$ cat src/hdl/skt_pkg.sv
package skt_pkg;

    localparam int CAPACITY   = 16;
    localparam int KEY_WIDTH  = 32;
    localparam int IDX_W      = $clog2(CAPACITY);
    localparam int CNT_W      = $clog2(CAPACITY + 1);
    localparam int MODE_W     = 3;
    localparam int STATUS_W   = 3;
    localparam int APB_ADDR_W = 3;
    localparam int APB_DATA_W = 32;

    // register index, taken from the word address bit
    localparam logic REG_DESC_ORDER = 1'b0;

    typedef enum logic [MODE_W-1:0] {
        MODE_INSERT = 3'd0,
        MODE_REMOVE = 3'd1,
        MODE_REWIND = 3'd2,
        MODE_NEXT   = 3'd3,
        MODE_PEEK   = 3'd4
    } mode_t;

    typedef enum logic [STATUS_W-1:0] {
        STATUS_DONE     = 3'd0,
        STATUS_DUP      = 3'd1,
        STATUS_FULL     = 3'd2,
        STATUS_NOTFOUND = 3'd3,
        STATUS_END      = 3'd4
    } status_t;

    typedef enum logic [3:0] {
        S_IDLE,
        S_SCAN_RD,
        S_SCAN_CMP,
        S_SHIFT_RD,
        S_SHIFT_WR,
        S_PLACE,
        S_READ_RD,
        S_READ_CMP,
        S_FINISH
    } state_t;

endpackage

$ cat src/hdl/sorted_key_table_unit.sv
// Sorted key table: holds up to CAPACITY unique keys in a single-port-read,
// single-port-write table, kept in descending order (or ascending when the
// order register at address 0 is cleared; write it only while idle). Each
// input transaction carries one operation and gives exactly one result
// transaction with status, key and live count. One comparator and the table
// memory are reused step by step, and the scan reads one slot per pass through
// a read step and a compare step, through the registered memory read. Rewind
// and unused modes go straight to the result; next and peek read one slot and
// take it, or stop at the end of the list. An insert that finds no duplicate
// scans the whole table, because a duplicate can sit past the insertion point
// once the order register has been changed, then moves the keys behind the
// insertion point one slot at a time and places the key. A remove scans up to
// the key and moves the keys behind it one slot forward; a duplicate insert
// stops at the duplicate. The longest case is an insert ahead of CAPACITY-1 keys. s_ready is high only between
// transactions; a finished result waits in the output register while the next
// transaction is taken, and a stalled result register holds the sequencer in
// its last step.
module sorted_key_table_unit (
    input  logic                                aclk,
    input  logic                                aresetn,
    input  logic                                s_valid,
    output logic                                s_ready,
    input  logic [skt_pkg::MODE_W-1:0]          s_mode,
    input  logic [skt_pkg::KEY_WIDTH-1:0]       s_key,
    output logic                                m_valid,
    input  logic                                m_ready,
    output logic [skt_pkg::STATUS_W-1:0]        m_status,
    output logic [skt_pkg::KEY_WIDTH-1:0]       m_item,
    output logic [skt_pkg::CNT_W-1:0]           m_count,
    input  logic                                psel,
    input  logic                                penable,
    input  logic                                pwrite,
    input  logic [skt_pkg::APB_ADDR_W-1:0]      paddr,
    input  logic [skt_pkg::APB_DATA_W-1:0]      pwdata,
    output logic [skt_pkg::APB_DATA_W-1:0]      prdata,
    output logic                                pready
);
    import skt_pkg::*;

    state_t                 state_reg, state_next;
    mode_t                  mode_reg;
    logic [KEY_WIDTH-1:0]   key_reg;
    logic [CNT_W-1:0]       idx_reg, idx_next;
    logic [CNT_W-1:0]       pos_reg, pos_next;
    logic [CNT_W-1:0]       fill_reg, fill_next;
    logic [CNT_W-1:0]       rpos_reg, rpos_next;
    logic                   desc_reg;
    status_t                res_status_reg, res_status_next;
    logic [KEY_WIDTH-1:0]   res_item_reg, res_item_next;
    logic                   m_valid_reg;
    status_t                m_status_reg;
    logic [KEY_WIDTH-1:0]   m_item_reg;
    logic [CNT_W-1:0]       m_count_reg;

    logic [KEY_WIDTH-1:0]   entries_mem [CAPACITY];
    logic [KEY_WIDTH-1:0]   rd_data_reg;
    logic [IDX_W-1:0]       rd_addr;
    logic                   wr_en;
    logic [IDX_W-1:0]       wr_addr;
    logic [KEY_WIDTH-1:0]   wr_data;

    logic                   in_fire, out_free, cfg_wr;
    logic                   key_eq, key_before, full;
    logic                   is_insert;
    logic [CNT_W-1:0]       idx_inc, idx_dec;

    // configuration
    assign pready = 1'b1;
    assign cfg_wr = psel && penable && pwrite && (paddr[2] == REG_DESC_ORDER);
    assign prdata = (paddr[2] == REG_DESC_ORDER) ? APB_DATA_W'(desc_reg) : '0;

    always_ff @(posedge aclk) begin
        if (!aresetn) begin
            desc_reg <= 1'b1;
        end else if (cfg_wr) begin
            desc_reg <= pwdata[0];
        end
    end

    // handshakes
    assign s_ready  = (state_reg == S_IDLE);
    assign in_fire  = s_valid && s_ready;
    assign out_free = !m_valid_reg || m_ready;

    // shared compare unit
    assign key_eq     = (rd_data_reg == key_reg);
    assign key_before = desc_reg ? (key_reg > rd_data_reg) : (key_reg < rd_data_reg);
    assign full       = (fill_reg == CNT_W'(CAPACITY));
    assign is_insert  = (mode_reg == MODE_INSERT);
    assign idx_inc    = idx_reg + 1'b1;
    assign idx_dec    = idx_reg - 1'b1;

    // table memory, registered read
    always_ff @(posedge aclk) begin
        if (wr_en) begin
            entries_mem[wr_addr] <= wr_data;
        end
        rd_data_reg <= entries_mem[rd_addr];
    end

    // next state
    always_comb begin
        state_next = state_reg;
        case (state_reg)
            S_IDLE: begin
                if (in_fire) begin
                    case (mode_t'(s_mode))
                        MODE_INSERT, MODE_REMOVE: state_next = S_SCAN_RD;
                        MODE_NEXT, MODE_PEEK:     state_next = S_READ_RD;
                        default:                  state_next = S_FINISH;
                    endcase
                end
            end
            S_SCAN_RD: begin
                if (idx_reg == fill_reg) begin
                    if (!is_insert || full) begin
                        state_next = S_FINISH;
                    end else if (pos_reg == fill_reg) begin
                        state_next = S_PLACE;
                    end else begin
                        state_next = S_SHIFT_RD;
                    end
                end else begin
                    state_next = S_SCAN_CMP;
                end
            end
            S_SCAN_CMP: begin
                if (key_eq) begin
                    state_next = is_insert ? S_FINISH : S_SHIFT_RD;
                end else begin
                    state_next = S_SCAN_RD;
                end
            end
            S_SHIFT_RD: begin
                if (is_insert) begin
                    state_next = (idx_reg == pos_reg) ? S_PLACE : S_SHIFT_WR;
                end else begin
                    state_next = (idx_inc >= fill_reg) ? S_FINISH : S_SHIFT_WR;
                end
            end
            S_SHIFT_WR: state_next = S_SHIFT_RD;
            S_PLACE:    state_next = S_FINISH;
            S_READ_RD:  state_next = (rpos_reg >= fill_reg) ? S_FINISH : S_READ_CMP;
            S_READ_CMP: state_next = S_FINISH;
            S_FINISH:   state_next = out_free ? S_IDLE : S_FINISH;
            default:    state_next = S_IDLE;
        endcase
    end

    // datapath and memory control
    always_comb begin
        idx_next        = idx_reg;
        pos_next        = pos_reg;
        fill_next       = fill_reg;
        rpos_next       = rpos_reg;
        res_status_next = res_status_reg;
        res_item_next   = res_item_reg;
        rd_addr         = '0;
        wr_en           = 1'b0;
        wr_addr         = idx_reg[IDX_W-1:0];
        wr_data         = rd_data_reg;
        case (state_reg)
            S_IDLE: begin
                if (in_fire) begin
                    idx_next        = '0;
                    pos_next        = fill_reg;
                    res_status_next = STATUS_DONE;
                    res_item_next   = '0;
                    if (mode_t'(s_mode) == MODE_REWIND) begin
                        rpos_next = '0;
                    end
                end
            end
            S_SCAN_RD: begin
                if (idx_reg == fill_reg) begin
                    if (!is_insert) begin
                        res_status_next = STATUS_NOTFOUND;
                    end else if (full) begin
                        res_status_next = STATUS_FULL;
                    end
                end else begin
                    rd_addr = idx_reg[IDX_W-1:0];
                end
            end
            S_SCAN_CMP: begin
                if (key_eq) begin
                    if (is_insert) begin
                        res_status_next = STATUS_DUP;
                    end
                end else begin
                    // keep the first slot the key goes ahead of, scan on for a duplicate
                    if (is_insert && key_before && pos_reg == fill_reg) begin
                        pos_next = idx_reg;
                    end
                    idx_next = idx_inc;
                end
            end
            S_SHIFT_RD: begin
                if (is_insert) begin
                    if (idx_reg != pos_reg) begin
                        rd_addr = idx_dec[IDX_W-1:0];
                    end
                end else if (idx_inc >= fill_reg) begin
                    fill_next     = fill_reg - 1'b1;
                    res_item_next = key_reg;
                end else begin
                    rd_addr = idx_inc[IDX_W-1:0];
                end
            end
            S_SHIFT_WR: begin
                wr_en    = 1'b1;
                idx_next = is_insert ? idx_dec : idx_inc;
            end
            S_PLACE: begin
                wr_en         = 1'b1;
                wr_addr       = pos_reg[IDX_W-1:0];
                wr_data       = key_reg;
                fill_next     = fill_reg + 1'b1;
                res_item_next = key_reg;
            end
            S_READ_RD: begin
                if (rpos_reg >= fill_reg) begin
                    res_status_next = STATUS_END;
                end else begin
                    rd_addr = rpos_reg[IDX_W-1:0];
                end
            end
            S_READ_CMP: begin
                res_item_next = rd_data_reg;
                if (mode_reg == MODE_NEXT) begin
                    rpos_next = rpos_reg + 1'b1;
                end
            end
            default: begin
            end
        endcase
    end

    // control registers
    always_ff @(posedge aclk) begin
        if (!aresetn) begin
            state_reg <= S_IDLE;
            fill_reg  <= '0;
            rpos_reg  <= '0;
        end else begin
            state_reg <= state_next;
            fill_reg  <= fill_next;
            rpos_reg  <= rpos_next;
        end
    end

    // working registers
    always_ff @(posedge aclk) begin
        if (in_fire) begin
            mode_reg <= mode_t'(s_mode);
            key_reg  <= s_key;
        end
        idx_reg        <= idx_next;
        pos_reg        <= pos_next;
        res_status_reg <= res_status_next;
        res_item_reg   <= res_item_next;
    end

    // output register
    always_ff @(posedge aclk) begin
        if (!aresetn) begin
            m_valid_reg <= 1'b0;
        end else if (state_reg == S_FINISH && out_free) begin
            m_valid_reg <= 1'b1;
        end else if (m_ready) begin
            m_valid_reg <= 1'b0;
        end
    end

    always_ff @(posedge aclk) begin
        if (state_reg == S_FINISH && out_free) begin
            m_status_reg <= res_status_reg;
            m_item_reg   <= res_item_reg;
            m_count_reg  <= fill_reg;
        end
    end

    assign m_valid  = m_valid_reg;
    assign m_status = m_status_reg;
    assign m_item   = m_item_reg;
    assign m_count  = m_count_reg;

    a_fill_bound: assert property (@(posedge aclk) disable iff (!aresetn)
        fill_reg <= CNT_W'(CAPACITY))
        else $error("fill count above capacity");

    a_no_write_idle: assert property (@(posedge aclk) disable iff (!aresetn)
        (state_reg == S_IDLE) |-> !wr_en)
        else $error("table written while idle");

    a_item_zero: assert property (@(posedge aclk) disable iff (!aresetn)
        (m_valid_reg && m_status_reg != STATUS_DONE) |-> (m_item_reg == '0))
        else $error("item not zero on failed operation");

    a_fill_step: assert property (@(posedge aclk) disable iff (!aresetn)
        1'b1 |=> (fill_reg == $past(fill_reg) || fill_reg == $past(fill_reg) + 1'b1
                  || fill_reg == $past(fill_reg) - 1'b1))
        else $error("fill count moved by more than one");

    a_busy_after_accept: assert property (@(posedge aclk) disable iff (!aresetn)
        in_fire |=> !s_ready)
        else $error("ready straight after accepting a transaction");

endmodule

$ cat config.mk
export PLATFORM = sky130hd
export DESIGN_NAME = sorted_key_table_unit
export DESIGN_NICKNAME = d
export VERILOG_FILES = /design/src/hdl/skt_pkg.sv /design/src/hdl/sorted_key_table_unit.sv
export SDC_FILE = /design/constraint.sdc
export NUM_CORES = 1
export LEC_CHECK = 0
export BUFFER_PORTS_ARGS = -buffer_cell sky130_fd_sc_hd__buf_2
export CAP_MARGIN = 20
export CORE_UTILIZATION = 45
export CTS_BUF_LIST = sky130_fd_sc_hd__clkbuf_2
export DETAILED_ROUTE_END_ITERATION = 10
export PLACE_DENSITY = 0.67
export SLEW_MARGIN = 10
export SYNTH_ARGS = -nofsm -noshare
export SYNTH_HDL_FRONTEND = slang
export SYNTH_SLANG_ARGS = --single-unit
$ cat constraint.sdc
create_clock -name aclk -period 4.2 [get_ports aclk]
set_input_delay 0.21 -clock aclk [delete_from_list [all_inputs] [get_ports aclk]]
set_output_delay 0.21 -clock aclk [all_outputs]
set_load 0.02 [all_outputs]
==> Word level (Yosys, flattened, before mapping) <==
Memories as Yosys holds them, arrays and structs flattened. A register that Yosys moved wholly into a read port is not among the register bits.
Index checks and enable logic that the tools add are counted.
{ "word_totals": {"register_bits": 136, "latchBits": 0, "ram_bits": 512, "romBits": 0, "out_inout_bits": 75, "elab_cells": 142, "n_memories": 1} }
{ "mem_list": {"columns": ["name", "words", "word_bits", "read_ports", "rd_ports_with_merged_regs", "write_ports", "line_no", "text"], "rows": [
  ["entries_mem", 16, 32, 1, 1, 1, "sorted_key_table_unit.sv:55", "logic [KEY_WIDTH-1:0] entries_mem [CAPACITY];"]
]} }
{ "op_classes": {"addsub": 5, "n_mul": 0, "div_mod_pow": 0, "n_lt_le_gt_ge": 4, "n_eq_ne": 31, "shift": 0, "mux": 55, "bitwise": 1, "reduce_logical": 31} }
{ "ops": {"columns": ["cell", "n"], "rows": [
  ["32-bit 2-to-1 mux", 4],
  ["32-bit case mux with 4 select lines", 1],
  ["4-bit 2-to-1 mux", 15],
  ["5-bit 2-to-1 mux", 11],
  ["32-bit == test", 1],
  ["32-bit greater-than comparator", 1],
  ["32-bit less-than comparator", 1],
  ["4-bit case mux with 8 select lines", 1],
  ["5-bit case mux with 2 select lines", 3],
  ["3-bit 2-to-1 mux", 8],
  ["2-bit != test, second input constant", 9],
  ["4-bit by 3-bit == test with 1-bit output, second input constant", 4],
  ["5-bit by 1-bit adder with 5-bit output, second input constant", 3],
  ["5-bit == test", 3],
  ["5-bit case mux with 3 select lines", 1],
  ["3-bit case mux with 4 select lines", 1],
  ["4-bit case mux with 3 select lines", 1],
  ["4-bit AND reduction", 3],
  ["5-bit greater-or-equal comparator", 2],
  ["5-bit by 1-bit subtractor with 5-bit output, second input constant", 2],
  ["3-bit by 2-bit == test with 1-bit output, second input constant", 3],
  ["4-bit by 2-bit == test with 1-bit output, second input constant", 2],
  ["1-bit 2-to-1 mux", 8],
  ["4-bit case mux with 2 select lines", 1],
  ["20 further kinds", 38]
]} }

==> Logic depth before layout (Yosys ltp) <==
{ "logic_depth": {"word_depth": 7, "depth_mapped": 17} }

==> Worst setup path before layout <==
No wires, ideal clock.
{ "synth_timing": {"path_type": "reg2reg", "from": "register state_reg[1]", "to": "register res_item_reg[0] (enable)", "setup_time_ns": 0.394, "arrival_ns": 3.121, "t_required_ns": 3.806, "path_slack_ns": 0.685, "stages_incl_launch_ff": 7, "n_path_buf": 1, "synth_period_minus_slack_ns": 3.515, "path_cell_list": "dfxtp_1 > clkbuf_1 > or3_1 > nor2_1 > nand2_1 > inv_1 > o31a_1"} }
{ "synth_via": {"elab_chain_cells": 4, "word_cells_on_any_way": 10, "classes_between": "eq/ne (6); reduce/logical (4)"} }
{ "synth_lines": {"columns": ["item", "line_no", "text"], "rows": [
  ["start: declaration", "sorted_key_table_unit.sv:40", "state_t state_reg, state_next;"],
  ["start signal: assignment", "sorted_key_table_unit.sv:246", "state_reg <= state_next;"],
  ["4-bit zero test", "sorted_key_table_unit.sv:81", "assign s_ready = (state_reg == S_IDLE);"],
  ["net s_ready", "sorted_key_table_unit.sv:22", "output logic s_ready,"],
  ["1-bit logical AND", "sorted_key_table_unit.sv:82", "assign in_fire = s_valid && s_ready;"],
  ["net in_fire", "sorted_key_table_unit.sv:62", "logic in_fire, out_free, cfg_wr;"],
  ["2-bit by 1-bit != test with 1-bit output (no line)", null, null],
  ["4-bit AND reduction (no line)", null, null],
  ["end signal: assignment", "sorted_key_table_unit.sv:261", "res_item_reg <= res_item_next;"],
  ["end: declaration", "sorted_key_table_unit.sv:49", "logic [KEY_WIDTH-1:0] res_item_reg, res_item_next;"]
]} }
The timed path passes the listed nets, and every way through them passes these cells.
A chain may end at the register's enable or synchronous reset.

==> Worst setup path after layout <==
{ "layout_timing": {"from": "register idx_reg[0]", "to": "register rd_data_reg[21] (read register of entries_mem)"} }
{ "layout_via": {"elab_chain_cells": 5, "word_cells_on_any_way": 10, "classes_between": "add/sub (2); order compare (1); eq/ne (2); mux (5)"} }
{ "layout_lines": {"columns": ["item", "line_no", "text"], "rows": [
  ["start: declaration", "sorted_key_table_unit.sv:43", "logic [CNT_W-1:0] idx_reg, idx_next;"],
  ["start signal: assignment", "sorted_key_table_unit.sv:258", "idx_reg <= idx_next;"],
  ["5-bit by 1-bit adder with 5-bit output", "sorted_key_table_unit.sv:90", "assign idx_inc = idx_reg + 1'b1;"],
  ["5-bit greater-or-equal comparator", "sorted_key_table_unit.sv:203", "end else if (idx_inc >= fill_reg) begin"],
  ["4-bit 2-to-1 mux", "sorted_key_table_unit.sv:203", null],
  ["4-bit 2-to-1 mux", "sorted_key_table_unit.sv:199", "if (is_insert) begin"],
  ["4-bit case mux with 3 select lines *", "sorted_key_table_unit.sv:162", "case (state_reg)"],
  ["end: declaration", "sorted_key_table_unit.sv:56", "logic [KEY_WIDTH-1:0] rd_data_reg;"]
]} }
Mark *: on every way between the ends. The rest lies on a longest branch, timed or not.

==> metrics <==
outcome=completed; placed cell area=30,230 sq um; Final Hold Vio Count=0; vias post-DR=17,910; most frequent CP cell=ha_1; first-pass GRT wire length=105.7 mm; GRT Resource Usage Total=0.2237; synthesized area per cell=14.35 sq um; Final #Nets=2,449; chip height=252.2 um; Synth Register Bits=680; Final period util=0.9450; routed length on met3=5.679 mm; Rel. slew slack=0.3045; post-route cell area=32,930 sq um; Async SR Flop Fraction=0; crit path kind=reg -> reg; core area=61,710 sq um; sequential cell area fraction in the yosys report=0.7081; main flop type after synthesis=edfxtp_1; Starting Density=0.4563; # setup viols final=0; required time worst endpoint=5490 ps; critical path fanouts, max=53; number of synthesized flops with an enable pin=632; worst ir drop on vdd=0.0002535 V; met1 wire length=29.66 mm; post-route minimum period=3969 ps; MaxCap Viol Count=0; WL/cell=21.33 um; total wire length=70.43 mm; vias in the first global route=17,990; CTS tree=yes; post-detail-place hpwl=40.03 mm; clock latency on the worst-skew pair=1420 ps; most frequent cells in the layout=edfxtp_1 (632), clkbuf_2 (258), nand2_1 (247); Final TNS setup=0 ps; most common cell after layout, fill and taps aside=edfxtp_1; Cell Chain, Critical Path=inv_1 -> ha_1 -> ha_1 -> a31oi_1 -> o31ai_2 -> nor2_2 -> a221o_4 -> buf_12 -> mux2_2 -> o22ai_1 -> a221oi_1 -> o211a_1; RSZ-0062 raised after global routing=false; top sig layer=met4; DRT antenna net count=0; area of the multi-input gates=7592 sq um; Syn. warnings=0; TritonCTS buffer count=167; initial antenna violation count=3; Site Rows=91; Crit-path slowest cell=o31ai_2; DIE AREA=63,580 sq um; Crit path max-delay family=compound AO/OA/AOI/OAI gates; Synth top area share=0.6740; pwr dens=449.5 nW/um^2; share of layout cells above drive strength 1=0.2267; Worst-Margin Slew=1036 ps; initial DRC count=1,737; post-synth top area cell=edfxtp_1; clock slew seen by the registers of the worst setup and hold paths=120 ps; worst clock skew=119.9 ps; Die X=252.2 um; Filler cells=5,126; gpl congestion=0.8990; Worst setup EP type=flop; largest register by flop count=entries_mem; Peak Freq=252.0 MHz; I/O pin cnt=152; Cells after Synth=1,962; Mapped Area=28,160 sq um; Synth area leaders=edfxtp_1 (67%), dfxtp_1 (3.4%), nand2_1 (3.3%); H-tree depth=4; Vias/cell=5.427; Syn-to-layout area delta=16.94%; Storage cell area=19,940 sq um; clk buf depth=3; DRT Pass-1 Iters=5; clock sinks=680; total congestion overflow=0; DRC Markers=0; Worst Path Buf+Inv=2; Netlist cell types=72; CP max stage delay=600 ps; CP Launch Type=flop; Final Max Slew Viols=0; maximum number of pins on one net before global-route repair=65; max reg flops=512; worst path arrival time=5260 ps; met2 routed WL=33.58 mm; Worst Hold Class=in -> reg; leakage=11.96 nW; CTS Root Cell=clkbuf_2; Port Buffers=86; Tot Pwr=0.01480 W
[routing by layer]
layer | global-route usage | up-vias
met5 | 0 | -
met4 | 0.08069 | 0
met3 | 0.05067 | 124
met2 | 0.3599 | 709
met1 | 0.2980 | 8855
li1 | - | 8225
[Yosys cell counts (all sizes together), types with 3 or more instances]
cell type	n
nand2	247
xnor2	17
o31ai	4
buf	76
o32ai	13
and3	58
ha	48
a31oi	29
a221oi	20
o21ai	127
nor2b	6
nand3	9
mux2	51
o22ai	19
nor4	4
clkbuf	67
a211oi	80
inv	47
xor2	13
o21a	5
mux2i	67
a221o	13
a22o	3
o211a	21
edfxtp	632
or3	3
nor3	13
nand2b	9
a21o	19
nor2	39
nand4	14
dfxtp	48
and2	83
a21oi	29
[kinds of logic after synthesis]
kind of cell	share of synthesized area
other cells	0.0002667
flops	0.7081
simple gates	0.08589
mux	0.04674
compound gates	0.09540
xor+xnor	0.009331
fa+ha+maj	0.02204
buf+inv	0.03226
[worst paths after layout]
path                         start              end  slack (ps)  cells after the start
setup / recovery        idx_reg[0]  rd_data_reg[21]         230                     12
hold / removal           s_mode[0]     state_reg[3]         110                      8
setup reg to reg        idx_reg[0]  rd_data_reg[21]         230                     12
hold reg to reg   res_item_reg[12]       m_item[12]         420                      0
[power by group]
part	internal [W]	switching, W
Combinational	0.000770	0.00135
Clock	0.00182	0.00266
Sequential	0.00800	0.000201
Total	0.0106	0.00421
[final cells by class]
| cell class | instances | share of cell area |
|---|---|---|
| Sequential cell | 680 | 0.6055 |
| Multi-Input combinational cell | 1121 | 0.2306 |
| Timing Repair Buffer | 305 | 0.07857 |
| Clock buffer | 258 | 0.03921 |
| Tap cell | 837 | 0.03180 |
| Clock inverter | 45 | 0.008359 |
| Inverter | 48 | 0.005471 |
| Antenna cell | 7 | 0.0005319 |
[stage by stage]
stage	setup slack, ps	util	hold WS [ps]	std cells
after floorplan	685.0	-	308.9	1992
after global placement	281.6	0.4898	389.4	2879
after detailed placement	234.1	0.4899	388.9	2880
after CTS	201.9	0.5324	1.208	3289
after global routing	57.78	0.5336	-4.990	3301
final	231.0	0.5336	110.6	3301
[worst reg2reg max path, cell delays in order (launching register included)]
cell	delay, ps
edfxtp_1	510
inv_1	250
ha_1	330
ha_1	300
a31oi_1	90
o31ai_2	600
nor2_2	130
a221o_4	510
buf_12	240
mux2_2	360
o22ai_1	70
a221oi_1	340
o211a_1	190
[what timing repair did]
action                                 CTS  global route
hold buffers                           106             0
gates resized for setup                  0             1
endpoints found under the hold margin  171             0
setup endpoints to repair                0             3
setup buffers                            0             4
Note: power is estimated with default switching activity, not from simulation.
